[config.mk]
export PLATFORM = sky130hd
export DESIGN_NAME = socks5_reply_parser_flat
export DESIGN_NICKNAME = d
export VERILOG_FILES = /design/src/rtl/srp_pkg.sv /design/src/rtl/srp_if.sv /design/src/rtl/srp_parse.sv /design/src/rtl/socks5_reply_parser.sv /design/src/flat_wrapper.sv
export SDC_FILE = /design/constraint.sdc
export NUM_CORES = 1
export LEC_CHECK = 0
export ABC_CLOCK_PERIOD_IN_PS = 10900
export CAP_MARGIN = 30
export CELL_PAD_IN_SITES_DETAIL_PLACEMENT = 0
export CELL_PAD_IN_SITES_GLOBAL_PLACEMENT = 1
export CORE_ASPECT_RATIO = 1.1
export CORE_MARGIN = 2
export CORE_UTILIZATION = 45
export CTS_CLUSTER_DIAMETER = 80
export CTS_CLUSTER_SIZE = 24
export DETAILED_ROUTE_END_ITERATION = 16
export DONT_BUFFER_PORTS = 1
export PLACE_DENSITY_LB_ADDON = 0.1
export SLEW_MARGIN = 0
export SYNTH_ARGS = -nofsm -noshare
export SYNTH_HDL_FRONTEND = slang
export SYNTH_SLANG_ARGS = --single-unit
[constraint.sdc]
create_clock -name clk_i -period 10.9 [get_ports clk_i]
set_clock_uncertainty 0.05 [all_clocks]
set_input_delay 3.27 -clock clk_i [delete_from_list [all_inputs] [get_ports clk_i]]
set_output_delay 3.27 -clock clk_i [all_outputs]
set_load 0.01 [all_outputs]
[src/rtl/srp_pkg.sv]
package srp_pkg;

  // Protocol byte values
  localparam logic [7:0] SocksVersion = 8'h05;
  localparam logic [7:0] RepSucceeded = 8'h00;
  localparam logic [7:0] AtypIpv4     = 8'h01;
  localparam logic [7:0] AtypDomain   = 8'h03;
  localparam logic [7:0] AtypIpv6     = 8'h04;

  // Address lengths and reply framing
  localparam logic [8:0] AlenIpv4     = 9'd4;
  localparam logic [8:0] AlenIpv6     = 9'd16;
  localparam logic [8:0] FrameBytes   = 9'd6;   // 4 header bytes + 2 port bytes
  localparam logic [8:0] IdxAddrFirst = 9'd4;
  localparam logic [8:0] IdxAddrEnd   = 9'd8;
  localparam logic [8:0] IdxVersion   = 9'd0;
  localparam logic [8:0] IdxReply     = 9'd1;
  localparam logic [8:0] IdxAtyp      = 9'd3;
  localparam logic [8:0] IdxMinDone   = 9'd5;

  typedef enum logic [1:0] {
    STATUS_OK       = 2'd0,
    STATUS_BAD_REPLY = 2'd1,
    STATUS_BAD_ATYP = 2'd2,
    STATUS_LINK_ERR = 2'd3
  } status_e;

  typedef struct packed {
    logic        valid;
    status_e     status;
    logic        is_ipv4;
    logic [31:0] addr;
    logic [15:0] port;
  } result_t;

endpackage

[src/rtl/srp_if.sv]
interface srp_in_if;
  logic       valid;
  logic       ready;
  logic [7:0] rx_byte;
  logic       link_error;

  modport source (output valid, output rx_byte, output link_error, input ready);
  modport sink (input valid, input rx_byte, input link_error, output ready);
endinterface

interface srp_out_if;
  logic        valid;
  logic        ready;
  logic [1:0]  reply_status;
  logic        is_ipv4;
  logic [31:0] bound_addr;
  logic [15:0] bound_port;

  modport source (
    output valid, output reply_status, output is_ipv4, output bound_addr,
    output bound_port, input ready
  );
  modport sink (
    input valid, input reply_status, input is_ipv4, input bound_addr,
    input bound_port, output ready
  );
endinterface

[src/rtl/srp_parse.sv]
module srp_parse (
  input  logic              clk_i,
  input  logic              rst_ni,
  input  logic              fire_i,
  input  logic [7:0]        rx_byte_i,
  input  logic              link_error_i,
  output srp_pkg::result_t  result_o
);

  logic [8:0]  byte_index_q, byte_index_d;
  logic [8:0]  addr_len_q, addr_len_d;
  logic [7:0]  addr_type_q, addr_type_d;
  logic [7:0]  version_q, version_d;
  logic [7:0]  reply_code_q, reply_code_d;
  logic [31:0] addr_shift_q, addr_shift_d;
  logic [15:0] port_shift_q, port_shift_d;

  logic [8:0]  alen;
  logic [8:0]  total;
  logic [8:0]  idx_next;
  logic        bad_atyp;
  logic        reply_ok;
  srp_pkg::result_t res;

  always_comb begin
    byte_index_d = byte_index_q;
    addr_len_d   = addr_len_q;
    addr_type_d  = addr_type_q;
    version_d    = version_q;
    reply_code_d = reply_code_q;
    addr_shift_d = addr_shift_q;
    port_shift_d = port_shift_q;
    res          = '0;
    res.status   = srp_pkg::STATUS_OK;
    bad_atyp     = 1'b0;
    alen         = addr_len_q;

    // Address length is set at the first address byte: from the address type, or for a domain from that byte plus one
    if (byte_index_q == srp_pkg::IdxAddrFirst) begin
      case (addr_type_q)
        srp_pkg::AtypIpv4:   alen = srp_pkg::AlenIpv4;
        srp_pkg::AtypDomain: alen = {1'b0, rx_byte_i} + 9'd1;
        srp_pkg::AtypIpv6:   alen = srp_pkg::AlenIpv6;
        default:             bad_atyp = 1'b1;
      endcase
    end
    total    = srp_pkg::FrameBytes + alen;
    idx_next = byte_index_q + 9'd1;
    reply_ok = (version_q == srp_pkg::SocksVersion) &&
               (reply_code_q == srp_pkg::RepSucceeded);

    if (fire_i) begin
      if (link_error_i) begin
        byte_index_d = '0;
        addr_len_d   = '0;
        addr_type_d  = '0;
        version_d    = '0;
        reply_code_d = '0;
        addr_shift_d = '0;
        port_shift_d = '0;
        res.valid    = 1'b1;
        res.status   = srp_pkg::STATUS_LINK_ERR;
      end else if (bad_atyp) begin
        byte_index_d = '0;
        addr_len_d   = '0;
        addr_type_d  = '0;
        version_d    = '0;
        reply_code_d = '0;
        addr_shift_d = '0;
        port_shift_d = '0;
        res.valid    = 1'b1;
        res.status   = srp_pkg::STATUS_BAD_ATYP;
      end else begin
        if (byte_index_q == srp_pkg::IdxVersion) version_d = rx_byte_i;
        if (byte_index_q == srp_pkg::IdxReply) reply_code_d = rx_byte_i;
        if (byte_index_q == srp_pkg::IdxAtyp) addr_type_d = rx_byte_i;
        addr_len_d = alen;
        if (byte_index_q >= srp_pkg::IdxAddrFirst && byte_index_q < srp_pkg::IdxAddrEnd) begin
          addr_shift_d = {addr_shift_q[23:0], rx_byte_i};
        end
        if (byte_index_q >= srp_pkg::IdxAddrFirst &&
            ({1'b0, byte_index_q} + 10'd2) >= {1'b0, total}) begin
          port_shift_d = {port_shift_q[7:0], rx_byte_i};
        end
        byte_index_d = idx_next;

        if (idx_next >= srp_pkg::IdxMinDone && idx_next == total) begin
          res.valid = 1'b1;
          if (!reply_ok) begin
            res.status = srp_pkg::STATUS_BAD_REPLY;
          end else if (addr_type_q == srp_pkg::AtypIpv4) begin
            res.is_ipv4 = 1'b1;
            res.addr    = addr_shift_d;
            res.port    = port_shift_d;
          end
          byte_index_d = '0;
          addr_len_d   = '0;
          addr_type_d  = '0;
          version_d    = '0;
          reply_code_d = '0;
          addr_shift_d = '0;
          port_shift_d = '0;
        end
      end
    end
  end

  always_ff @(posedge clk_i or negedge rst_ni) begin
    if (!rst_ni) begin
      byte_index_q <= '0;
      addr_len_q   <= '0;
      addr_type_q  <= '0;
      version_q    <= '0;
      reply_code_q <= '0;
      addr_shift_q <= '0;
      port_shift_q <= '0;
    end else begin
      byte_index_q <= byte_index_d;
      addr_len_q   <= addr_len_d;
      addr_type_q  <= addr_type_d;
      version_q    <= version_d;
      reply_code_q <= reply_code_d;
      addr_shift_q <= addr_shift_d;
      port_shift_q <= port_shift_d;
    end
  end

  assign result_o = res;

endmodule

[src/rtl/socks5_reply_parser.sv]
// SOCKS5 reply parser.
// rx_i carries the server reply one byte per transaction (rx_byte), with a
// link_error flag that aborts the reply in progress; rsp_o carries one
// transaction per finished or aborted reply: reply_status, is_ipv4 and,
// for an IPv4 success, the bound address and port.
// Throughput: one byte per cycle while rsp_o is not stalled. Each byte is
// captured in an input register, parsed by the header/address logic once
// the output slot is free or being taken; any result lands in the output register.
// A result reaches rsp_o through the input register and then the output
// register after the transaction on rx_i that completes (or aborts) the reply.
// Reset clears the byte counter, all captured header fields and both
// valid flags; the first byte after reset starts a new reply.
// When the receiver stalls rsp_o, the pending result and the parse stage
// hold; rx_i takes one more byte into the input register if it is empty,
// then drops ready until the output register frees up. No byte is lost.
module socks5_reply_parser (
  input  logic           clk_i,
  input  logic           rst_ni,
  srp_in_if.sink         rx_i,
  srp_out_if.source      rsp_o
);

  // Input register
  logic       in_valid_q, in_valid_d;
  logic [7:0] in_byte_q;
  logic       in_err_q;

  // Output register
  logic             out_valid_q, out_valid_d;
  srp_pkg::result_t out_res_q;
  srp_pkg::result_t res;

  logic advance;
  logic in_take;

  // Advance the parse stage when a byte is held and the output slot is free or being taken.
  assign advance = in_valid_q && (!out_valid_q || rsp_o.ready);
  assign rx_i.ready = !in_valid_q || advance;
  assign in_take = rx_i.valid && rx_i.ready;

  srp_parse u_parse (
    .clk_i        (clk_i),
    .rst_ni       (rst_ni),
    .fire_i       (advance),
    .rx_byte_i    (in_byte_q),
    .link_error_i (in_err_q),
    .result_o     (res)
  );

  always_comb begin
    in_valid_d = in_valid_q;
    if (in_take) begin
      in_valid_d = 1'b1;
    end else if (advance) begin
      in_valid_d = 1'b0;
    end
  end

  always_comb begin
    out_valid_d = out_valid_q;
    if (advance) begin
      out_valid_d = res.valid;
    end else if (rsp_o.ready) begin
      out_valid_d = 1'b0;
    end
  end

  always_ff @(posedge clk_i or negedge rst_ni) begin
    if (!rst_ni) begin
      in_valid_q  <= 1'b0;
      out_valid_q <= 1'b0;
    end else begin
      in_valid_q  <= in_valid_d;
      out_valid_q <= out_valid_d;
    end
  end

  // Capture payloads; hold while stalled
  always_ff @(posedge clk_i) begin
    if (in_take) begin
      in_byte_q <= rx_i.rx_byte;
      in_err_q  <= rx_i.link_error;
    end
    if (advance && res.valid) begin
      out_res_q <= res;
    end
  end

  assign rsp_o.valid        = out_valid_q;
  assign rsp_o.reply_status = out_res_q.status;
  assign rsp_o.is_ipv4      = out_res_q.is_ipv4;
  assign rsp_o.bound_addr   = out_res_q.addr;
  assign rsp_o.bound_port   = out_res_q.port;

endmodule

[src/flat_wrapper.sv]
// flat-port wrapper written by rule: the top's interface ports become plain ports
module socks5_reply_parser_flat 
  (clk_i, rst_ni, rx_i_valid, rx_i_rx_byte, rx_i_link_error, rx_i_ready, rsp_o_valid, rsp_o_reply_status, rsp_o_is_ipv4, rsp_o_bound_addr, rsp_o_bound_port, rsp_o_ready);
  srp_in_if rx_i_i ();
  srp_out_if rsp_o_i ();
  input  logic clk_i;
  input  logic rst_ni;
  input wire logic [$bits(rx_i_i.valid)-1:0] rx_i_valid;
  input wire logic [$bits(rx_i_i.rx_byte)-1:0] rx_i_rx_byte;
  input wire logic [$bits(rx_i_i.link_error)-1:0] rx_i_link_error;
  output wire logic [$bits(rx_i_i.ready)-1:0] rx_i_ready;
  output wire logic [$bits(rsp_o_i.valid)-1:0] rsp_o_valid;
  output wire logic [$bits(rsp_o_i.reply_status)-1:0] rsp_o_reply_status;
  output wire logic [$bits(rsp_o_i.is_ipv4)-1:0] rsp_o_is_ipv4;
  output wire logic [$bits(rsp_o_i.bound_addr)-1:0] rsp_o_bound_addr;
  output wire logic [$bits(rsp_o_i.bound_port)-1:0] rsp_o_bound_port;
  input wire logic [$bits(rsp_o_i.ready)-1:0] rsp_o_ready;
  assign rx_i_i.valid = rx_i_valid;
  assign rx_i_i.rx_byte = rx_i_rx_byte;
  assign rx_i_i.link_error = rx_i_link_error;
  assign rx_i_ready = rx_i_i.ready;
  assign rsp_o_valid = rsp_o_i.valid;
  assign rsp_o_reply_status = rsp_o_i.reply_status;
  assign rsp_o_is_ipv4 = rsp_o_i.is_ipv4;
  assign rsp_o_bound_addr = rsp_o_i.bound_addr;
  assign rsp_o_bound_port = rsp_o_i.bound_port;
  assign rsp_o_i.ready = rsp_o_ready;
  socks5_reply_parser u_core (.clk_i(clk_i), .rst_ni(rst_ni), .rx_i(rx_i_i), .rsp_o(rsp_o_i));
endmodule
[After elaboration in Yosys (flattened, before gate mapping)]
Index checks and enable logic that the tools add are counted.
Word-level totals
  flip-flop bits (word level): 152
  latch bits: 0
  RAM bits: 0
  memory bits (read-only): 0
  word-level logic and storage cells: 102
  memories: 0
Operators by class
  $add $sub $neg: 4
  $mul: 0
  div/mod/pow operators: 0
  magnitude comparators: 4
  equality and inequality tests: 8
  shift-type cells: 0
  mux-type cells: 43
  bitwise operators: 4
  reductions and logical operators: 24
Operators by type and width (number)
  $mux 49: 4
  $mux 32: 4
  $mux 52: 2
  $mux 8: 12
  $mux 16: 4
  $mux 9: 7
  $pmux 9 s3: 1
  $ge 9x3->1 const B: 2
  $eq 8x3->1 const B: 2
  $reduce_bool 4->1: 3
  $add 9x2->10 const B: 1
  $ge 10x9->1: 1
  $add 3x9->9 const A: 1
  $add 8x1->9 const B: 1
  $add 9x1->9 const B: 1
  $eq 9x1->1 const B: 1
  $eq 9x2->1 const B: 1
  $eq 9x3->1 const B: 1
  $eq 9x9->1: 1
  $logic_not 9->1: 1
  $lt 9x4->1 const B: 1
  $eq 8x1->1 const B: 1
  $eq 8x2->1 const B: 1
  $logic_not 8->1: 1
  11 further kinds: 32

[Logic depth before layout (Yosys ltp)]
Gate-level depths: netlist (run 1).
  depth after elaboration: 14
  mapped depth: 20
  mapped depth without buffers: 16

[Modules after synthesis]
A second synthesis (run 1) with hierarchy kept.
Second synthesis, totals
  cells, all modules: 831
  area, all modules: 8461.9 um2
By module, submodules not included
  srp_parse: instances 1, cells each 761, area an instance 6548.8 um2
  socks5_reply_parser: instances 1, cells each 70, area an instance 1913.1 um2

[Worst setup path before layout (run 1)]
OpenSTA, ideal clock, no wires.
  path kind: input to output
  from: input rsp_o_ready
  to: output rx_i_ready
  arrival time: 3.582 ns
  required time: 7.580 ns
  setup slack: 3.998 ns
  cell stages on the path: 2
  path buffers: 0
  cells stage by stage: nor2b_1 nand2_1
Between the ends
  cells in the longest elaborated chain, start to end: 3
Ends and longest elaborated chain
  start, declared: RTL line flat_wrapper.sv:17  | input wire logic [$bits(rsp_o_i.ready)-1:0] rsp_o_ready;
  $logic_or 1x1->1: RTL line socks5_reply_parser.sv:37  | assign advance = in_valid_q && (!out_valid_q || rsp_o.ready);
  $logic_and 1x1->1: RTL line socks5_reply_parser.sv:37
  $logic_or 1x1->1: RTL line socks5_reply_parser.sv:38  | assign rx_i.ready = !in_valid_q || advance;
  end, declared: RTL line flat_wrapper.sv:11  | output wire logic [$bits(rx_i_i.ready)-1:0] rx_i_ready;
Every way passes these cells.

[Worst setup path in the final report (run 1)]
Same ends and word-level chain as after synthesis.

==> results by group, run 1 <==
Outcome
  – Status: complete, no violations

STA
  – Setup Viol. Count Final: 0
  – Slew @ Worst Pin: 945 ps
  – Hold Vio Cnt, Final: 0
  – RSZ-0062 raised after global routing: false
  – Hold Slack: 446 ps
  – Final min period: 6950 ps
  – Relative slew margins: 36.7%
  – Final worst slack: 3950 ps
  – Period utilisation layout: 63.7%
  – Max Slew Vio Count: 0
  – TNS Setup: 0 ps
  – Maximum achievable frequency: 0.144 GHz

Synthesis
  – Most frequent cells after synthesis: 110 x nand2_1, 92 x dfrtp_1, 60 x edfxtp_1, 57 x a22o_1
  – Ys flop type: dfrtp_1
  – Seq/Total Area, Yosys: 55.1%
  – Synth Net Count: 716
  – Number of flops mapped to enable cells by yosys: 60
  – Syn Area/Cell: 10.8 um^2
  – Post-Synthesis Cell Area: 0.00745 mm^2
  – Leading area contributor after synthesis: dfrtp_1
  – Top post-synthesis cells by area: dfrtp_1 31%, edfxtp_1 24%, a22o_1 6.7%
  – Synth Register Bits: 152
  – Synth Warn #: 0
  – Post-synth ARST share: 60.5%
  – Unique masters post-synth: 54
  – Cells after Synth: 688
  – Synth top area share: 30.9%
  – Most common cell in the netlist: nand2_1

Drt
  – Routed len/inst: 19.9 um
  – Antenna-violating nets left: 0
  – Avg Vias per Cell: 5.81
  – # DRC: 0
  – Drt first pass iters: 5
  – Final wirelength: 17700 um
  – DRT iter0 DRCs: 407
  – Vias: 5175

Clock tree
  – CTS tree: yes
  – TritonCTS Sinks: 152
  – Root buf cell: clkbuf_16
  – Clock Tree Buf Depth: 2
  – Hold buffer count at CTS: 0
  – Post-CTS setup buffers: 0
  – CTS H-tree lvls: 4
  – TritonCTS Buffers: 17
  – Clk_lat worst skew: 420 ps
  – Clk pin slew, worst setup/hold paths: 60 ps
  – Post-cts resize count: 0

Die
  – FP Rows: 49
  – Core ar.: 0.0163 mm^2
  – Initial Utilization: 45.7%
  – Die Width: 127 um
  – Io pins: 66
  – DIE HEIGHT: 139 um
  – Die Area: 0.0176 mm^2

Global routing
  – Initial antenna violation count: 0
  – Number of global-route vias before repair: 5125
  – First-pass GRT wire length: 28700 um
  – Grt ovf: 0
  – Largest net degree at the start of global routing: 93
  – GRT Resource Usage Total: 21.0%

Critical path
  – Worst Path Arrival: 3630 ps
  – Critical-path cell list: nor2b_1 > nand2_1
  – Crit path capture type: output port
  – Worst path required time: 7580 ps
  – Worst path depth: 2
  – Top delay family on crit path: simple AND/OR/NAND/NOR gates
  – CP max-delay cell: nor2b_1
  – CP peak stage delay: 190 ps
  – Startpoint Class: input port
  – CP max FO: 4
  – Reg2reg path depth: 14
  – Buf/Inv on CP: 0
  – Crit Path Class: in2out

Pwr
  – Max VDD drop: 0.0971 mV
  – PD cells: 177 mW/mm^2
  – Total design power: 1.46 mW
  – Lkg Pwr: 3.34 nW

Layout
  – Antenna diode count: 0
  – Layout cell share with drive strength beyond 1: 8.02%
  – Final Instance Area: 0.00824 mm^2
  – Final core utilization: 50.5%
  – Final std cells w/o fill: 890
  – Area Overhead vs Synth: 10.6%
  – Nets: 701
  – Fill cell count: 1474

Placement
  – Port Buffer Count: 0
  – Routability cong.: 0.854
  – Placed Area: 0.00768 mm^2
  – Placed cells: 858
  – Setup WS pre-CTS: 3940 ps
  – Final HPWL DP: 11700 um

Worst hold path
  – Min-Delay Path Depth: 1
  – HP Class: reg2reg

Flow run
  – Max-cap viol count: 0
per-layer routing:
layer | vias up | share of wire, % | track usage, %
met3 | 40 | 3.1 | 4.05
li1 | 2463 | - | -
met4 | 0 | 3.2 | 9.25
met1 | 2527 | 45 | 28.5
met5 | - | 0 | 0
met2 | 145 | 48 | 33.1
path summary, 6_finish.rpt:
check,startpoint,to,slack (ps)
worst max-delay path,rsp_o_ready,rx_i_ready,3950
worst min-delay path,u_core.u_parse.port_shift_q[9]$_DFFE_PN0P_,u_core.u_parse.port_shift_q[9]$_DFFE_PN0P_,450
worst max register to register,u_core.u_parse.byte_index_q[6]$_DFFE_PN0P_,u_core.rsp_o.bound_addr[8]$_SDFFCE_PP0P_,5170
worst min register to register,u_core.u_parse.port_shift_q[9]$_DFFE_PN0P_,u_core.u_parse.port_shift_q[9]$_DFFE_PN0P_,450
max in group asynchronous,rst_ni,u_core.u_parse.port_shift_q[8]$_DFFE_PN0P_,8170
min in group asynchronous,rst_ni,u_core.u_parse.version_q[7]$_DFFE_PN0P_,2490
area by class of cell:
cell class,count,area [um^2],share of cell area [%]
inverter,8,30.0,0.364
multi-input combinational,482,3170,38.5
timing repair buffer,12,118,1.43
tap,204,255,3.10
clock inverter,14,135,1.64
clock buffer,18,429,5.21
sequential,152,4100,49.8
logic make-up (layout without fill, tap and decap cells):
family	after synthesis	after routing	share of synthesized area, %
buffers and inverters	54	52	2.82
flip-flops	152	152	55.1
XOR/XNOR	29	29	4.15
multiplexers	32	32	4.30
AND/OR/NAND/NOR	247	247	15.6
adder cells (fa/ha/maj)	15	15	2.52
AO/OA/AOI/OAI	159	159	15.5
report_power, final:
part,switching [mW],internal (mW)
sequential,0.0515,0.648
combinational,0.123,0.0689
clock,0.249,0.320
total,0.424,1.04
registers in the layout, summed over array words and instances, names as in the netlist:
register	count
u_core.in_valid_q	1
u_core.u_parse.byte_index_q	9
u_core.u_parse.addr_len_q	9
u_core.u_parse.version_q	8
u_core.rsp_o.is_ipv4	1
u_core.rsp_o.reply_status	2
u_core.rsp_o.bound_port	16
u_core.rsp_o.valid	1
u_core.rsp_o.bound_addr	32
u_core.u_parse.addr_type_q	8
u_core.in_err_q	1
u_core.u_parse.reply_code_q	8
u_core.u_parse.port_shift_q	16
u_core.in_byte_q	8
u_core.u_parse.addr_shift_q	32
cell usage in the layout, fill, tap and decap left out, drive strengths merged, types with 12 or more instances in the layout:
cell type,Yosys,layout
o31ai,17,17
ha,15,15
a21oi,48,48
clkbuf,38,18
xnor2,16,16
edfxtp,60,60
inv,8,15
nand3,16,16
dfrtp,92,92
nand2,110,110
nor2,48,48
and2,14,14
mux2i,32,32
a22o,57,57
buf,8,12
No activity file was read; power rests on OpenSTA's default activity.
==> inputs of run 2 (changes only) <==
--- a/config.mk
+++ b/config.mk
@@ -5,7 +5,7 @@
 export SDC_FILE = /design/constraint.sdc
 export NUM_CORES = 1
 export LEC_CHECK = 0
-export ABC_CLOCK_PERIOD_IN_PS = 10900
+export ABC_CLOCK_PERIOD_IN_PS = 6600
 export CAP_MARGIN = 30
 export CELL_PAD_IN_SITES_DETAIL_PLACEMENT = 0
 export CELL_PAD_IN_SITES_GLOBAL_PLACEMENT = 1
==> constraint.sdc (replaced) <==
create_clock -name clk_i -period 6.6 [get_ports clk_i]
set_clock_uncertainty 0.05 [all_clocks]
set_input_delay 1.98 -clock clk_i [delete_from_list [all_inputs] [get_ports clk_i]]
set_output_delay 1.98 -clock clk_i [all_outputs]
set_load 0.01 [all_outputs]
==> run 2 against run 1 <==
  * First-iteration DRC count up 14%
  * Final area rose by 0.20%
  * Non-clock buffer count is 1 higher
  * Highest routed layer unchanged
==> results by group, run 2 (same netlist as run 1, synthesis figures left out) <==
Pwr
  – PD cells: 293 mW/mm^2 (was 177 mW/mm^2)
  – Lkg Pwr: 3.35 nW (was 3.34 nW)
  – Sequential power share: 47.7% (was 47.9%)
  – Power Internal: 1.73 mW (was 1.04 mW)
  – Clock power share: 39.0% (was 38.9%)
  – Part of the power in combinational logic: 13.3% (was 13.2%)
  – Max VDD drop: 0.163 mV (was 0.0971 mV)
  – Net Sw Power: 687 uW (was 424 uW)
  – Switch share: 28.4% (was 29.0%)

Critical path
  – Worst Path Arrival: 5410 ps (was 3630 ps)
  – CP max FO: 25 (was 4)
  – Worst path required time: 6840 ps (was 7580 ps)
  – Startpoint Class: flop (was input port)
  – Reg2reg path depth: 13 (was 14)
  – Crit Path Class: reg2reg (was in2out)
  – Crit path capture type: flop (was output port)
  – Flop-to-flop setup slack: 1430 ps (was 5170 ps)

Global routing
  – Grt ovf: 0 (unchanged)
  – GRT Resource Usage Total: 21.3% (was 21.0%)
  – Met2 Track Usage GR: 34.0% (was 33.1%)
  – Met3 usage: 3.36% (was 4.05%)
  – Routing usage on met1: 28.9% (was 28.5%)
  – Number of global-route vias before repair: 5213 (was 5125)
  – Grt peak-use layer: met2 (unchanged)
  – Largest net degree at the start of global routing: 93 (unchanged)
  – Initial antenna violation count: 0 (unchanged)
  – First-pass GRT wire length: 29100 um (was 28700 um)

Layout
  – FF+latch area: 0.00410 mm^2 (unchanged)
  – Most common cell after layout, fill and taps aside: nand2_1 (unchanged)
  – Nets: 702 (was 701)
  – Final std cells w/o fill: 891 (was 890)
  – Antenna diode count: 0 (unchanged)
  – Layout cell share with drive strength beyond 1: 7.86% (was 8.02%)
  – Fill cell count: 1468 (was 1474)
  – Area Overhead vs Synth: 10.8% (was 10.6%)
  – Area of the multi-input gates: 0.00317 mm^2 (unchanged)
  – Most frequent cells in the layout: 110 x nand2_1, 92 x dfrtp_1, 60 x edfxtp_1 (unchanged)

STA
  – Relative slew margins: 41.4% (was 36.7%)
  – Final min period: 5170 ps
  – Maximum achievable frequency: 0.193 GHz
  – Final worst slack: 1430 ps (was 3950 ps)
  – Period utilisation layout: 78.3%
  – RSZ-0062 raised after global routing: false (unchanged)
  – Slew @ Worst Pin: 879 ps (was 945 ps)
  – Hold Slack: 452 ps (was 446 ps)
  – TNS Setup: 0 ps (unchanged)
  – Setup Viol. Count Final: 0 (unchanged)
  – Hold Vio Cnt, Final: 0 (unchanged)
  – Max Slew Vio Count: 0 (unchanged)

Drt
  – DRT iter0 DRCs: 465 (was 407)
  – Avg Vias per Cell: 5.89 (was 5.81)
  – # DRC: 0 (unchanged)
  – Drt first pass iters: 6 (was 5)
  – Final wirelength: 17900 um (was 17700 um)
  – Vias: 5251 (was 5175)
  – Routed len/inst: 20.1 um (was 19.9 um)
  – Antenna-violating nets left: 0 (unchanged)

Placement
  – Final HPWL DP: 11900 um (was 11700 um)
  – Port Buffer Count: 0 (unchanged)
  – Routability cong.: 0.835 (was 0.854)
  – Placed cells: 859 (was 858)
  – Setup WS pre-CTS: 1440 ps (was 3940 ps)

Outcome
  – Status: complete, no violations (unchanged)

Die
  – DIE HEIGHT: 139 um (unchanged)
  – Initial Utilization: 45.7% (unchanged)
  – FP Rows: 49 (unchanged)
  – Die Area: 0.0176 mm^2 (unchanged)
  – Io pins: 66 (unchanged)
  – Die Width: 127 um (unchanged)
  – Core ar.: 0.0163 mm^2 (unchanged)

Flow run
  – Max-cap viol count: 0 (unchanged)

Clock tree
  – CTS H-tree lvls: 4 (unchanged)
  – Post-CTS setup buffers: 0 (unchanged)
  – Post-cts resize count: 0 (unchanged)
  – Clk pin slew, worst setup/hold paths: 60 ps (about the same)
  – TritonCTS Buffers: 17 (unchanged)
  – CTS tree: yes (unchanged)
  – TritonCTS Sinks: 152 (unchanged)
  – Root buf cell: clkbuf_16 (unchanged)
  – Clk_lat worst skew: 430 ps (was 420 ps)
  – Hold buffer count at CTS: 0 (unchanged)
  – Clock Tree Buf Depth: 2 (unchanged)

Worst hold path
  – HP Class: reg2reg (unchanged)
  – Min-Delay Path Depth: 1 (unchanged)
run 2: changes by cell type in the layout (fill, tap and decap cells not counted), sizes merged:
cell / change
clkinv: +1
bufinv: -1
inv: -2
buf: +1
clkbuf: +4
clkinvlp: -2
run 2: cell type report:
cell class	instances	area share [%]
Clock buffer	22	6.02
Clock inverter	10	1.02
Inverter	8	0.364
Multi-Input combinational cell	482	38.4
Sequential cell	152	49.7
Tap cell	204	3.09
Timing Repair Buffer	13	1.42
run 2: critical path, cell delays in order, from the launching register on:
cell,delay [ps]
dfrtp_1,390
nor4_1,630
nand4_1,220
nor3_1,250
or2_2,180
inv_1,50
ha_1,250
o32ai_1,470
xnor3_1,380
or4_1,460
a2111oi_4,360
buf_4,320
and2_1,740
a32o_1,280
run 2: worst paths after layout:
kind,startpoint,end
setup / recovery,u_core.u_parse.addr_type_q[7]$_DFFE_PN0P_,u_core.rsp_o.reply_status[0]$_SDFFCE_PN0P_
hold / removal,u_core.u_parse.port_shift_q[12]$_DFFE_PN0P_,u_core.u_parse.port_shift_q[12]$_DFFE_PN0P_
setup reg to reg,u_core.u_parse.addr_type_q[7]$_DFFE_PN0P_,u_core.rsp_o.reply_status[0]$_SDFFCE_PN0P_
hold reg to reg,u_core.u_parse.port_shift_q[12]$_DFFE_PN0P_,u_core.u_parse.port_shift_q[12]$_DFFE_PN0P_
max in group asynchronous,rst_ni,u_core.u_parse.port_shift_q[5]$_DFFE_PN0P_
min in group asynchronous,rst_ni,u_core.u_parse.reply_code_q[7]$_DFFE_PN0P_
run 2: per-layer routing:
layer  routed length [um]  vias to the layer above
met5                    0                        -
met4                  466                        0
met3                  782                       36
met2                 8730                      158
met1                 7960                     2587
li1                     -                     2470
run 2: per-stage QoR:
| step | util (%) | area [um^2] | power (mW) |
|---|---|---|---|
| floorplan | - | 7450 | 1.39 |
| global placement | 46.9 | 7640 | 1.48 |
| detailed placement | 47.1 | 7680 | 1.49 |
| CTS | 50.6 | 8260 | 2.44 |
| global route | 50.6 | 8260 | 2.52 |
| finish | 50.6 | 8260 | 2.42 |
run 2: power groups by stage:
stage | logic, mW | registers, mW | clock network (mW)
after floorplan | 0.249 | 1.14 | 0
after global placement | 0.311 | 1.17 | 0
after detailed placement | 0.322 | 1.17 | 0
after CTS | 0.323 | 1.15 | 0.962
after global routing | 0.358 | 1.17 | 0.994
final | 0.321 | 1.15 | 0.943
